`config.mk`:
```
export PLATFORM = sky130hd
export DESIGN_NAME = i2c_write_master
export DESIGN_NICKNAME = d
export VERILOG_FILES = /design/src/rtl/core/i2cwm_pkg.sv /design/src/rtl/core/i2cwm_step.sv /design/src/rtl/core/i2c_write_master.sv
export SDC_FILE = /design/constraint.sdc
export NUM_CORES = 1
export LEC_CHECK = 0
export BUFFER_PORTS_ARGS = -buffer_cell sky130_fd_sc_hd__buf_4
export CORE_ASPECT_RATIO = 1.2
export CORE_UTILIZATION = 55
export CTS_CLUSTER_DIAMETER = 40
export DETAILED_ROUTE_END_ITERATION = 8
export PLACE_DENSITY = 0.76
export SLEW_MARGIN = 20
export SYNTH_ARGS = -nofsm -noshare
export SYNTH_HDL_FRONTEND = slang
export SYNTH_SLANG_ARGS = --single-unit
```
`constraint.sdc`:
```
create_clock -name clk_i -period 4.1 [get_ports clk_i]
set_input_delay 0.82 -clock clk_i [delete_from_list [all_inputs] [get_ports clk_i]]
set_output_delay 0.82 -clock clk_i [all_outputs]
set_load 0.01 [all_outputs]
```
`src/rtl/core/i2cwm_pkg.sv`:
```
// Shared types, codes and reset values of the I2C write master.
`default_nettype none

package i2cwm_pkg;

  localparam int unsigned CfgIdxW = 3;
  localparam int unsigned CfgDataW = 8;

  localparam logic [CfgIdxW-1:0] REG_DEV_ADDR    = 3'd0;
  localparam logic [CfgIdxW-1:0] REG_ACK_TIMEOUT = 3'd1;
  localparam logic [CfgIdxW-1:0] REG_SS_TICKS    = 3'd2;
  localparam logic [CfgIdxW-1:0] REG_BIT_TICKS   = 3'd3;
  localparam logic [CfgIdxW-1:0] REG_ACK_TICKS   = 3'd4;

  localparam logic [6:0] DevAddrRst    = 7'h48;
  localparam logic [7:0] AckTimeoutRst = 8'd250;
  localparam logic [7:0] SsTicksRst    = 8'd4;
  localparam logic [7:0] BitTicksRst   = 8'd2;
  localparam logic [7:0] AckTicksRst   = 8'd1;

  localparam logic [1:0] FUNC_TICK = 2'd0;
  localparam logic [1:0] FUNC_BYTE = 2'd1;
  localparam logic [1:0] FUNC_ADDR = 2'd2;

  typedef enum logic [3:0] {
    PH_IDLE,
    PH_START_HI,
    PH_START_LO,
    PH_BIT_LOW,
    PH_BIT_HIGH,
    PH_BIT_TRAIL,
    PH_ACK_SETUP,
    PH_ACK_HIGH,
    PH_ACK_POLL,
    PH_WAIT,
    PH_STOP_LO,
    PH_STOP_HI
  } phase_e;

  typedef struct packed {
    phase_e     phase;
    logic [3:0] bit_count;
    logic [7:0] phase_ticks;
    logic [7:0] poll_count;
    logic [7:0] shift_byte;
    logic       pend_valid;
    logic       stop_after;
    logic       scl;
    logic       sda;
    logic       rel;
    logic       err;
  } st_t;

  typedef struct packed {
    logic [6:0] dev_addr;
    logic [7:0] ack_timeout;
    logic [7:0] ss_ticks;
    logic [7:0] bit_ticks;
    logic [7:0] ack_ticks;
  } cfg_t;

  typedef struct packed {
    logic scl;
    logic sda;
    logic rel;
    logic busy;
    logic wants;
    logic accepted;
    logic done;
    logic nack;
  } res_t;

endpackage

`default_nettype wire

```
`src/rtl/core/i2cwm_step.sv`:
```
// Next-state and result logic for one item of the I2C write master.
`default_nettype none

module i2cwm_step (
  input  var i2cwm_pkg::st_t  st_i,
  input  var logic [7:0]      pend_byte_i,
  input  var i2cwm_pkg::cfg_t cfg_i,
  input  var logic [1:0]      func_i,
  input  var logic [7:0]      data_byte_i,
  input  var logic            last_byte_i,
  input  var logic            sda_in_i,
  output i2cwm_pkg::st_t      st_o,
  output logic [7:0]          pend_byte_o,
  output i2cwm_pkg::res_t     res_o
);

  logic [7:0] tick_inc;
  logic [7:0] len_sel;
  logic       over;
  logic [7:0] sh_next;
  logic [3:0] bc_next;
  logic       acc;
  logic       done;
  logic       nack;

  assign tick_inc = st_i.phase_ticks + 8'd1;
  assign sh_next  = {st_i.shift_byte[6:0], 1'b0};
  assign bc_next  = st_i.bit_count + 4'd1;

  always_comb begin
    case (st_i.phase) inside
      i2cwm_pkg::PH_START_HI, i2cwm_pkg::PH_START_LO,
      i2cwm_pkg::PH_STOP_LO, i2cwm_pkg::PH_STOP_HI: len_sel = cfg_i.ss_ticks;
      i2cwm_pkg::PH_ACK_SETUP, i2cwm_pkg::PH_ACK_HIGH: len_sel = cfg_i.ack_ticks;
      default: len_sel = cfg_i.bit_ticks;
    endcase
  end

  assign over = (tick_inc >= len_sel);

  always_comb begin
    st_o        = st_i;
    pend_byte_o = pend_byte_i;
    acc         = 1'b0;
    done        = 1'b0;
    nack        = 1'b0;
    if (func_i == i2cwm_pkg::FUNC_TICK) begin
      unique case (st_i.phase)
        i2cwm_pkg::PH_START_HI: begin
          st_o.phase_ticks = tick_inc;
          if (over) begin
            {st_o.scl, st_o.sda, st_o.rel} = 3'b100;
            st_o.phase       = i2cwm_pkg::PH_START_LO;
            st_o.phase_ticks = '0;
          end
        end
        i2cwm_pkg::PH_START_LO: begin
          st_o.phase_ticks = tick_inc;
          if (over) begin
            st_o.bit_count   = '0;
            {st_o.scl, st_o.sda, st_o.rel} = {1'b0, st_i.shift_byte[7], 1'b0};
            st_o.phase       = i2cwm_pkg::PH_BIT_LOW;
            st_o.phase_ticks = '0;
          end
        end
        i2cwm_pkg::PH_BIT_LOW: begin
          st_o.phase_ticks = tick_inc;
          if (over) begin
            {st_o.scl, st_o.sda, st_o.rel} = {1'b1, st_i.shift_byte[7], 1'b0};
            st_o.phase       = i2cwm_pkg::PH_BIT_HIGH;
            st_o.phase_ticks = '0;
          end
        end
        i2cwm_pkg::PH_BIT_HIGH: begin
          st_o.phase_ticks = tick_inc;
          if (over) begin
            {st_o.scl, st_o.sda, st_o.rel} = {1'b0, st_i.shift_byte[7], 1'b0};
            st_o.phase       = i2cwm_pkg::PH_BIT_TRAIL;
            st_o.phase_ticks = '0;
          end
        end
        i2cwm_pkg::PH_BIT_TRAIL: begin
          st_o.phase_ticks = tick_inc;
          if (over) begin
            st_o.shift_byte  = sh_next;
            st_o.bit_count   = bc_next;
            st_o.phase_ticks = '0;
            if (bc_next >= 4'd8) begin
              st_o.poll_count = '0;
              {st_o.scl, st_o.sda, st_o.rel} = 3'b011;
              st_o.phase = i2cwm_pkg::PH_ACK_SETUP;
            end else begin
              {st_o.scl, st_o.sda, st_o.rel} = {1'b0, sh_next[7], 1'b0};
              st_o.phase = i2cwm_pkg::PH_BIT_LOW;
            end
          end
        end
        i2cwm_pkg::PH_ACK_SETUP: begin
          st_o.phase_ticks = tick_inc;
          if (over) begin
            {st_o.scl, st_o.sda, st_o.rel} = 3'b111;
            st_o.phase       = i2cwm_pkg::PH_ACK_HIGH;
            st_o.phase_ticks = '0;
          end
        end
        i2cwm_pkg::PH_ACK_HIGH: begin
          st_o.phase_ticks = tick_inc;
          if (over) begin
            st_o.phase       = i2cwm_pkg::PH_ACK_POLL;
            st_o.phase_ticks = '0;
          end
        end
        i2cwm_pkg::PH_ACK_POLL: begin
          if (!sda_in_i) begin
            st_o.phase_ticks = '0;
            if (st_i.pend_valid) begin
              st_o.shift_byte = pend_byte_i;
              st_o.pend_valid = 1'b0;
              st_o.bit_count  = '0;
              {st_o.scl, st_o.sda, st_o.rel} = {1'b0, pend_byte_i[7], 1'b0};
              st_o.phase      = i2cwm_pkg::PH_BIT_LOW;
            end else if (st_i.stop_after) begin
              {st_o.scl, st_o.sda, st_o.rel} = 3'b000;
              st_o.phase = i2cwm_pkg::PH_STOP_LO;
            end else begin
              {st_o.scl, st_o.sda, st_o.rel} = 3'b011;
              st_o.phase = i2cwm_pkg::PH_WAIT;
            end
          end else if (st_i.poll_count >= cfg_i.ack_timeout) begin
            st_o.err         = 1'b1;
            {st_o.scl, st_o.sda, st_o.rel} = 3'b000;
            st_o.phase       = i2cwm_pkg::PH_STOP_LO;
            st_o.phase_ticks = '0;
          end else begin
            st_o.poll_count = st_i.poll_count + 8'd1;
          end
        end
        i2cwm_pkg::PH_WAIT: begin
          if (st_i.pend_valid) begin
            st_o.shift_byte  = pend_byte_i;
            st_o.pend_valid  = 1'b0;
            st_o.bit_count   = '0;
            {st_o.scl, st_o.sda, st_o.rel} = {1'b0, pend_byte_i[7], 1'b0};
            st_o.phase       = i2cwm_pkg::PH_BIT_LOW;
            st_o.phase_ticks = '0;
          end
        end
        i2cwm_pkg::PH_STOP_LO: begin
          st_o.phase_ticks = tick_inc;
          if (over) begin
            {st_o.scl, st_o.sda, st_o.rel} = 3'b100;
            st_o.phase       = i2cwm_pkg::PH_STOP_HI;
            st_o.phase_ticks = '0;
          end
        end
        i2cwm_pkg::PH_STOP_HI: begin
          st_o.phase_ticks = tick_inc;
          if (over) begin
            {st_o.scl, st_o.sda, st_o.rel} = 3'b110;
            st_o.phase       = i2cwm_pkg::PH_IDLE;
            st_o.phase_ticks = '0;
            done             = 1'b1;
            nack             = st_i.err;
            st_o.err         = 1'b0;
            st_o.stop_after  = 1'b0;
            st_o.pend_valid  = 1'b0;
          end
        end
        default: begin
          st_o.phase = i2cwm_pkg::PH_IDLE;
        end
      endcase
    end else if (func_i == i2cwm_pkg::FUNC_BYTE || func_i == i2cwm_pkg::FUNC_ADDR) begin
      if (st_i.phase == i2cwm_pkg::PH_IDLE) begin
        st_o.shift_byte = {cfg_i.dev_addr, 1'b0};
        if (func_i == i2cwm_pkg::FUNC_BYTE) begin
          pend_byte_o     = data_byte_i;
          st_o.pend_valid = 1'b1;
          st_o.stop_after = last_byte_i;
        end else begin
          st_o.pend_valid = 1'b0;
          st_o.stop_after = 1'b1;
        end
        st_o.err         = 1'b0;
        st_o.bit_count   = '0;
        st_o.poll_count  = '0;
        {st_o.scl, st_o.sda, st_o.rel} = 3'b110;
        st_o.phase       = i2cwm_pkg::PH_START_HI;
        st_o.phase_ticks = '0;
        acc              = 1'b1;
      end else if (func_i == i2cwm_pkg::FUNC_BYTE && !st_i.pend_valid && !st_i.stop_after &&
                   st_i.phase != i2cwm_pkg::PH_STOP_LO &&
                   st_i.phase != i2cwm_pkg::PH_STOP_HI) begin
        pend_byte_o     = data_byte_i;
        st_o.pend_valid = 1'b1;
        st_o.stop_after = last_byte_i;
        acc             = 1'b1;
      end
    end
  end

  always_comb begin
    res_o.scl      = st_o.scl;
    res_o.sda      = st_o.sda;
    res_o.rel      = st_o.rel;
    res_o.busy     = (st_o.phase != i2cwm_pkg::PH_IDLE);
    res_o.wants    = (st_o.phase == i2cwm_pkg::PH_WAIT);
    res_o.accepted = acc;
    res_o.done     = done;
    res_o.nack     = nack;
  end

endmodule

`default_nettype wire

```
`src/rtl/core/i2c_write_master.sv`:
```
// Top level of the write-only I2C master with line levels as results.
//
// Input channel (in_valid_i/in_ready_o): each item is a bus tick (func 0,
// carrying the sampled SDA level), a data byte submission (func 1) or an
// address-only transfer request (func 2). Every item yields exactly one result
// item on the output channel (out_valid_o/out_ready_i) with the SCL/SDA levels,
// the SDA release flag, busy and wants-byte status, and the accepted, done and
// NACK flags.
// The state update runs between the input port and the result register in a
// single pass. Throughput: one item per cycle unless out_ready_i stalls it.
// Stall: while a result sits in the result register and out_ready_i is low,
// in_ready_o is low; the block resumes as soon as the result is taken.
// Reset: the bus idles with SCL high and SDA driven high, no transfer, and the
// configuration registers return to address 0x48, timeout 250, start/stop 4,
// bit phase 2 and acknowledge setup/high 1 ticks.
// Configuration: cfg_we_i writes cfg_data_i into register cfg_idx_i at once;
// write only while no item is in flight.
`default_nettype none

module i2c_write_master (
  input  var logic                              clk_i,
  input  var logic                              rst_ni,
  input  var logic                              cfg_we_i,
  input  var logic [i2cwm_pkg::CfgIdxW-1:0]     cfg_idx_i,
  input  var logic [i2cwm_pkg::CfgDataW-1:0]    cfg_data_i,
  input  var logic                              in_valid_i,
  output logic                                  in_ready_o,
  input  var logic [1:0]                        func_i,
  input  var logic [7:0]                        data_byte_i,
  input  var logic                              last_byte_i,
  input  var logic                              sda_in_i,
  output logic                                  out_valid_o,
  input  var logic                              out_ready_i,
  output logic                                  scl_level_o,
  output logic                                  sda_level_o,
  output logic                                  sda_released_o,
  output logic                                  busy_res_o,
  output logic                                  wants_byte_o,
  output logic                                  accepted_o,
  output logic                                  transfer_done_o,
  output logic                                  nack_error_o
);

  i2cwm_pkg::cfg_t cfg_q;
  i2cwm_pkg::st_t  st_q, st_d;
  logic [7:0]      pend_byte_q, pend_byte_d;
  i2cwm_pkg::res_t res_q, res_d;
  logic            out_valid_q;
  logic            in_acc;

  assign in_ready_o = !out_valid_q || out_ready_i;
  assign in_acc     = in_valid_i && in_ready_o;

  always_ff @(posedge clk_i or negedge rst_ni) begin
    if (!rst_ni) begin
      cfg_q.dev_addr    <= i2cwm_pkg::DevAddrRst;
      cfg_q.ack_timeout <= i2cwm_pkg::AckTimeoutRst;
      cfg_q.ss_ticks    <= i2cwm_pkg::SsTicksRst;
      cfg_q.bit_ticks   <= i2cwm_pkg::BitTicksRst;
      cfg_q.ack_ticks   <= i2cwm_pkg::AckTicksRst;
    end else if (cfg_we_i) begin
      unique case (cfg_idx_i)
        i2cwm_pkg::REG_DEV_ADDR:    cfg_q.dev_addr    <= cfg_data_i[6:0];
        i2cwm_pkg::REG_ACK_TIMEOUT: cfg_q.ack_timeout <= cfg_data_i;
        i2cwm_pkg::REG_SS_TICKS:    cfg_q.ss_ticks    <= cfg_data_i;
        i2cwm_pkg::REG_BIT_TICKS:   cfg_q.bit_ticks   <= cfg_data_i;
        i2cwm_pkg::REG_ACK_TICKS:   cfg_q.ack_ticks   <= cfg_data_i;
        default: ;
      endcase
    end
  end

  i2cwm_step u_step (
    .st_i        (st_q),
    .pend_byte_i (pend_byte_q),
    .cfg_i       (cfg_q),
    .func_i      (func_i),
    .data_byte_i (data_byte_i),
    .last_byte_i (last_byte_i),
    .sda_in_i    (sda_in_i),
    .st_o        (st_d),
    .pend_byte_o (pend_byte_d),
    .res_o       (res_d)
  );

  always_ff @(posedge clk_i or negedge rst_ni) begin
    if (!rst_ni) begin
      st_q.phase       <= i2cwm_pkg::PH_IDLE;
      st_q.bit_count   <= '0;
      st_q.phase_ticks <= '0;
      st_q.poll_count  <= '0;
      st_q.shift_byte  <= '0;
      st_q.pend_valid  <= 1'b0;
      st_q.stop_after  <= 1'b0;
      st_q.scl         <= 1'b1;
      st_q.sda         <= 1'b1;
      st_q.rel         <= 1'b0;
      st_q.err         <= 1'b0;
      out_valid_q      <= 1'b0;
    end else begin
      if (in_acc) begin
        st_q <= st_d;
      end
      if (in_acc) begin
        out_valid_q <= 1'b1;
      end else if (out_ready_i) begin
        out_valid_q <= 1'b0;
      end
    end
  end

  always_ff @(posedge clk_i) begin
    if (in_acc) begin
      pend_byte_q <= pend_byte_d;
      res_q       <= res_d;
    end
  end

  assign out_valid_o     = out_valid_q;
  assign scl_level_o     = res_q.scl;
  assign sda_level_o     = res_q.sda;
  assign sda_released_o  = res_q.rel;
  assign busy_res_o      = res_q.busy;
  assign wants_byte_o    = res_q.wants;
  assign accepted_o      = res_q.accepted;
  assign transfer_done_o = res_q.done;
  assign nack_error_o    = res_q.nack;

endmodule

`default_nettype wire

```
==> results of run 1 <==
## placed cells by master, fill, tap and decap left out, drive strengths merged, types with 3 or more instances in the layout
cell type and instances:
dfrtp 65, o21a 4, nor3 10, nor2 37, a222oi 7, a31oi 4, nor2b 11, xnor2 6
or2 3, and3 7, nand3 23, dfstp 13, nand2b 15, a22o 10, o21ai 63, mux2i 3
nand3b 3, clkbuf 9, nand2 62, a21o 5, mux2 33, ha 25, buf 52, inv 28
edfxtp 16, or4 3, o211ai 3, a21oi 40, a211oi 8, o31ai 3
## cell families after synthesis
logic type                 synth area share [%]
buffers and inverters                      4.11
xor gates and xnor gates                   1.27
and+or+nand+nor                            16.6
AOI/OAI and AO/OA                          20.7
DFF                                        44.2
adders and majority gates                  5.83
muxes                                      7.25
## power groups by stage
| stage | clock [W] | combinational [W] | sequential [W] |
|---|---|---|---|
| after global routing | 0.000863 | 0.00132 | 0.00131 |
| after floorplan | 0 | 0.000857 | 0.00126 |
| after global placement | 0 | 0.00112 | 0.00129 |
| after CTS | 0.000825 | 0.00117 | 0.00128 |
| after detailed placement | 0 | 0.00115 | 0.00130 |
| final | 0.000813 | 0.00119 | 0.00129 |
## worst max-delay path: cells and delay by family (launching register included)
kind	cells	cell delay (ns)
AO/OA/AOI/OAI	6	1.21
flip-flops	1	0.39
buffers and inverters	2	0.32
multiplexers	1	0.17
adder cells (fa/ha/maj)	2	0.54
AND/OR/NAND/NOR	4	1.06
## final cells by class
cell class              instances  area [um^2]
clock buffers                   9          225
fillers                       796         3400
repair buffers                 52          407
flip-flops and latches         94         2450
clock inverters                 7         62.6
multi-input cells             429         2880
inverters                      24         90.1
well taps                     123          154
## per-layer routing
layer	vias to the layer above	routed length, um	global-route usage (%)
met5	-	0	0
met4	0	459	14.6
met3	36	690	3.35
met2	169	6410	43.2
met1	2177	5520	35.9
li1	2161	-	-
## timing repair
item / 4_1_cts / 5_1_grt
pin swaps: 0 / 0
setup endpoints to repair: 5 / 1
resized for setup: 1 / 1
## flip-flops by register name (all words and copies together), names as in the netlist
register / count
accepted_o: 1
busy_res_o: 1
cfg_q: 39
nack_error_o: 1
out_valid_o: 1
pend_byte_q: 8
scl_level_o: 1
sda_level_o: 1
sda_released_o: 1
st_q: 38
transfer_done_o: 1
wants_byte_o: 1
## through the flow
| step | utilization, % | hold slack, ns | std cells |
|---|---|---|---|
| 6_report | 64.8 | 0.491 | 738 |
| 5_1_grt | 64.8 | 0.514 | 738 |
| 3_3_place_gp | 61.6 | 0.467 | 722 |
| 4_1_cts | 64.7 | 0.491 | 738 |
| 3_5_place_dp | 61.6 | 0.475 | 722 |
| 2_1_floorplan | - | 0.454 | 576 |
## final timing paths
kind	from	endpoint	slack [ns]	cells after the start
min reg2reg	st_q[10]	st_q[10]	0.49	2
min in group asynchronous	rst_ni	st_q[21]	0.50	1
max in group asynchronous	rst_ni	cfg_q[8]	3.10	1
max reg2reg	st_q[36]	st_q[14]	0.34	15
min	st_q[10]	st_q[10]	0.49	2
max	st_q[36]	st_q[14]	0.34	15
==> out/results.ini, run 1 <==
[outcome]
status=completed

[logic_synthesis]
synth.most_common_cell=dfrtp_1
synthFlopType=dfrtp_1
ys_seq_elements=94
synthArstFlopShare_pct=83.0
synth_enable_flop_cells=16
postSynthCellCount=576
seq_area_frac_synth_pct=44.2
ys_types=70
syn-cell-area_um2=5540
synth_top_area_share_pct=29.4
synth_common_cells=dfrtp_1, nand2_1, o21ai_1
synthTopCellsByArea=dfrtp_1, edfxtp_1, mux2_2
syn_nets=629
yosys.area.top_type=dfrtp_1
yosysWarnings=0
syn_avg_cell_area_um2=9.61

[floorplan]
chipWidth_um=93.6
num_rows=39
start_util_pct=57.3
die_area_um2=10500
io_pins=38
core_area_um2=9660
die_h_um=112

[cells_and_area]
diodes=0
nNetsFinal=663
fin_area_um2=6260
layout-drive-gt1-share_pct=20.8
syn_to_final_growth_pct=13.1

[pwr]
power_w=0.00329
p_sw_share_pct=36.7
powerDensity_nw_per_um2=525
pwr-share-seq_pct=39.1
switchingPower_w=0.00121
p_int_w=0.00208
combPwrFrac_pct=36.1
ir_drop_v=0.000357
p_clk_share_pct=24.7
leakage_nw=2.68

[timing]
final.setup.tns_ns=0
period_needed_ns=3.76
fin_crit_sh_pct=91.7
clock_skew_ns=0.00780
hold_viol_final=0
tightest_slew_ns=0.791
finalSetupViolCount=0
maxSlewViolCount=0
fmax_ghz=0.266
setup_slack_ns=0.339
slew_headroom_pct=47.0
rsz0062_at_grt=no

[detailed_routing]
dr.pass1.iters=6
drc_errors=0
routed_wl_um=13100
avgViaCountPerCell=6.16
drtIter0Drc=455
antenna_left=0
dr_total_vias=4543
wl_per_cell_um=17.7

[global_route]
antenna_found_initial=0
grt_overflow=0
grt_max_degree=79
grt_usage_pct=27.1
grt_pass1_vias=4516
grt_first_pass_wirelength_um=21900

[placement]
portBuffers=37
gp_congestion=0.889
pre_cts_slack_ns=-0.0210
dpl_cell_area_um2=5960
dp_hpwl_um=9330

[cts]
cts_tree=built
clock_sinks=94
numCtsBuffers=9
cts_buffer_depth=2
clockRootBuffer=clkbuf_16
htreeDepth=3
clock_latency_ns=0.35
ctsHoldBuffers=0
clk_pin_slew_ns=0.07
post_cts_buffers=0

[setup_path]
cp_slowest_cell=or4_1
start_kind=register
worstSetupEndpointType=register
cp_slowest_stage_delay_ns=0.63
cp_data_required_time_ns=4.39
cp_max_fo=25
critPathKind=register to register
cp.arrival_ns=4.05
cp_cell_sequence=inv_1 -> ha_1 -> nor2b_1 -> o21ai_1 -> o21ai_4 -> a21oi_1 -> a21oi_1 -> ha_1 -> nand2_1 -> o41ai_4 -> buf_12 -> a21oi_2 -> or4_1 -> nor3_2 -> mux2_2

[min_path]
hold_class=register to register

[flow_run]
maxCapViolCount=0

Power figures use the tool's default switching activity.
==> run 2: changes to the inputs <==
Settings changed: GPL_TIMING_DRIVEN set to 0.
==> run 2 against run 1 <==
Against the previous run: critical path type unchanged; clock skew barely moved; non-clock buffer count rose by 20; register-to-register slack got worse by 0.21 ns; worst setup slack got worse by 0.21 ns; die area did not move.
==> out/results.ini, run 2 (synthesis results as in run 1) <==
[timing]
period_needed_ns=3.97
fmax_ghz=0.252
setup_slack_ns=0.134
slew_headroom_pct=49.8
clock_skew_ns=0.00821
final.setup.tns_ns=0
hold_viol_final=0
tightest_slew_ns=0.749
maxSlewViolCount=0
finalSetupViolCount=0
fin_crit_sh_pct=96.7
holdWs_ns=0.430

[global_route]
grt_pass1_vias=4830
grt_overflow=0
grt_max_degree=79
grt_first_pass_wirelength_um=23600
antenna_found_initial=0
grt_usage_pct=29.3

[flow_run]
maxCapViolCount=0

[pwr]
leakage_nw=2.74
ir_drop_v=0.000377
powerDensity_nw_per_um2=535

[cells_and_area]
final_common_cell=dfrtp_1
nNetsFinal=683
fin_area_um2=6410
utilization_pct=66.4
diodes=0
final_cell_mix=dfrtp_1, nand2_1, buf_4
layout-drive-gt1-share_pct=23.5
syn_to_final_growth_pct=15.8
largest_reg_flops=39
reg_top3=cfg_q x39, st_q x38, pend_byte_q x8
top_register=cfg_q

[cts]
htreeDepth=3
cts_buffer_depth=2
numCtsBuffers=9
clock_sinks=94
cts_tree=built
clock_latency_ns=0.35
clk_pin_slew_ns=0.07
clockRootBuffer=clkbuf_16

[placement]
pre_cts_slack_ns=-1.07
dp_hpwl_um=10300
portBuffers=36
dpl_cell_area_um2=5970
gp_congestion=0.945

[min_path]
hold_class=input port to asynchronous set/reset pin

[detailed_routing]
dr_total_vias=4720
wl_per_cell_um=19.0
avgViaCountPerCell=6.23
routed_wl_um=14400
dr.pass1.iters=5
drc_errors=0
drtIter0Drc=411
antenna_left=0

[floorplan]
start_util_pct=57.3
die_h_um=112
core_area_um2=9660
io_pins=38
die_area_um2=10500
chipWidth_um=93.6
num_rows=39

[setup_path]
critPathKind=register to register
worstSetupEndpointType=register
start_kind=register
cp.arrival_ns=4.06
worstRegToRegCells=16
cp_data_required_time_ns=4.20
cp_max_fo=10

[outcome]
status=completed

-- run 2: critical path: stages (launching register included) --
cell and delay, ns:
dfrtp_2 0.44, buf_2 0.26, buf_2 0.26, nand2_2 0.15
o21ai_4 0.21, buf_4 0.22, nand2_1 0.07, o21ai_1 0.10
ha_1 0.25, nand2b_1 0.19, a2111oi_4 0.45, o41ai_4 0.14
buf_4 0.17, o221a_2 0.26, o32ai_1 0.31, nand3b_1 0.18
nor3_1 0.06
-- run 2: timing repair --
| action | in CTS | in global routing |
|---|---|---|
| endpoints found under the hold margin | 0 | 0 |
| endpoints found under the setup margin | 45 | 26 |
| pin swaps | 2 | 4 |
| buffers inserted | 5 | 3 |
| hold buffers | 0 | 0 |
| gates resized for setup | 16 | 20 |
-- run 2: final timing paths --
check | start | slack, ns | to
worst max-delay path | st_q[34] | 0.13 | wants_byte_o
worst min-delay path | rst_ni | 0.43 | st_q[20]
worst max register to register | st_q[34] | 0.13 | wants_byte_o
worst min register to register | st_q[7] | 0.50 | st_q[7]
max in group asynchronous | rst_ni | 3.01 | st_q[3]
min in group clk_i | st_q[7] | 0.50 | st_q[7]
-- run 2: per-stage QoR --
stage               total power (W)  std cells
global route                0.00361        758
global placement            0.00246        735
CTS                         0.00339        756
detailed placement          0.00249        735
finish                      0.00343        758
floorplan                   0.00211        576
-- run 2: per-layer routing --
metal / global-route usage (%) / up-vias / share of wire [%]
li1: - / 2203 / -
met5: 0 / - / 0
met3: 4.44 / 50 / 5.1
met2: 47.4 / 180 / 49
met4: 16.3 / 0 / 4.7
met1: 37.5 / 2287 / 41
-- run 2: area by class of cell --
class                      instances  area (um^2)
tap                              123          154
multi-input combinational        429         2910
buffer                            27          165
inverter                          24         90.1
timing repair buffer              45          350
clock buffer                       9          225
sequential                        94         2450
clock inverter                     7         66.3
fill                             803         3250
-- run 2: power by group --
part	internal (W)	switching [W]
clock	0.000425	0.000394
sequential	0.00116	0.000114
combinational	0.000543	0.000792
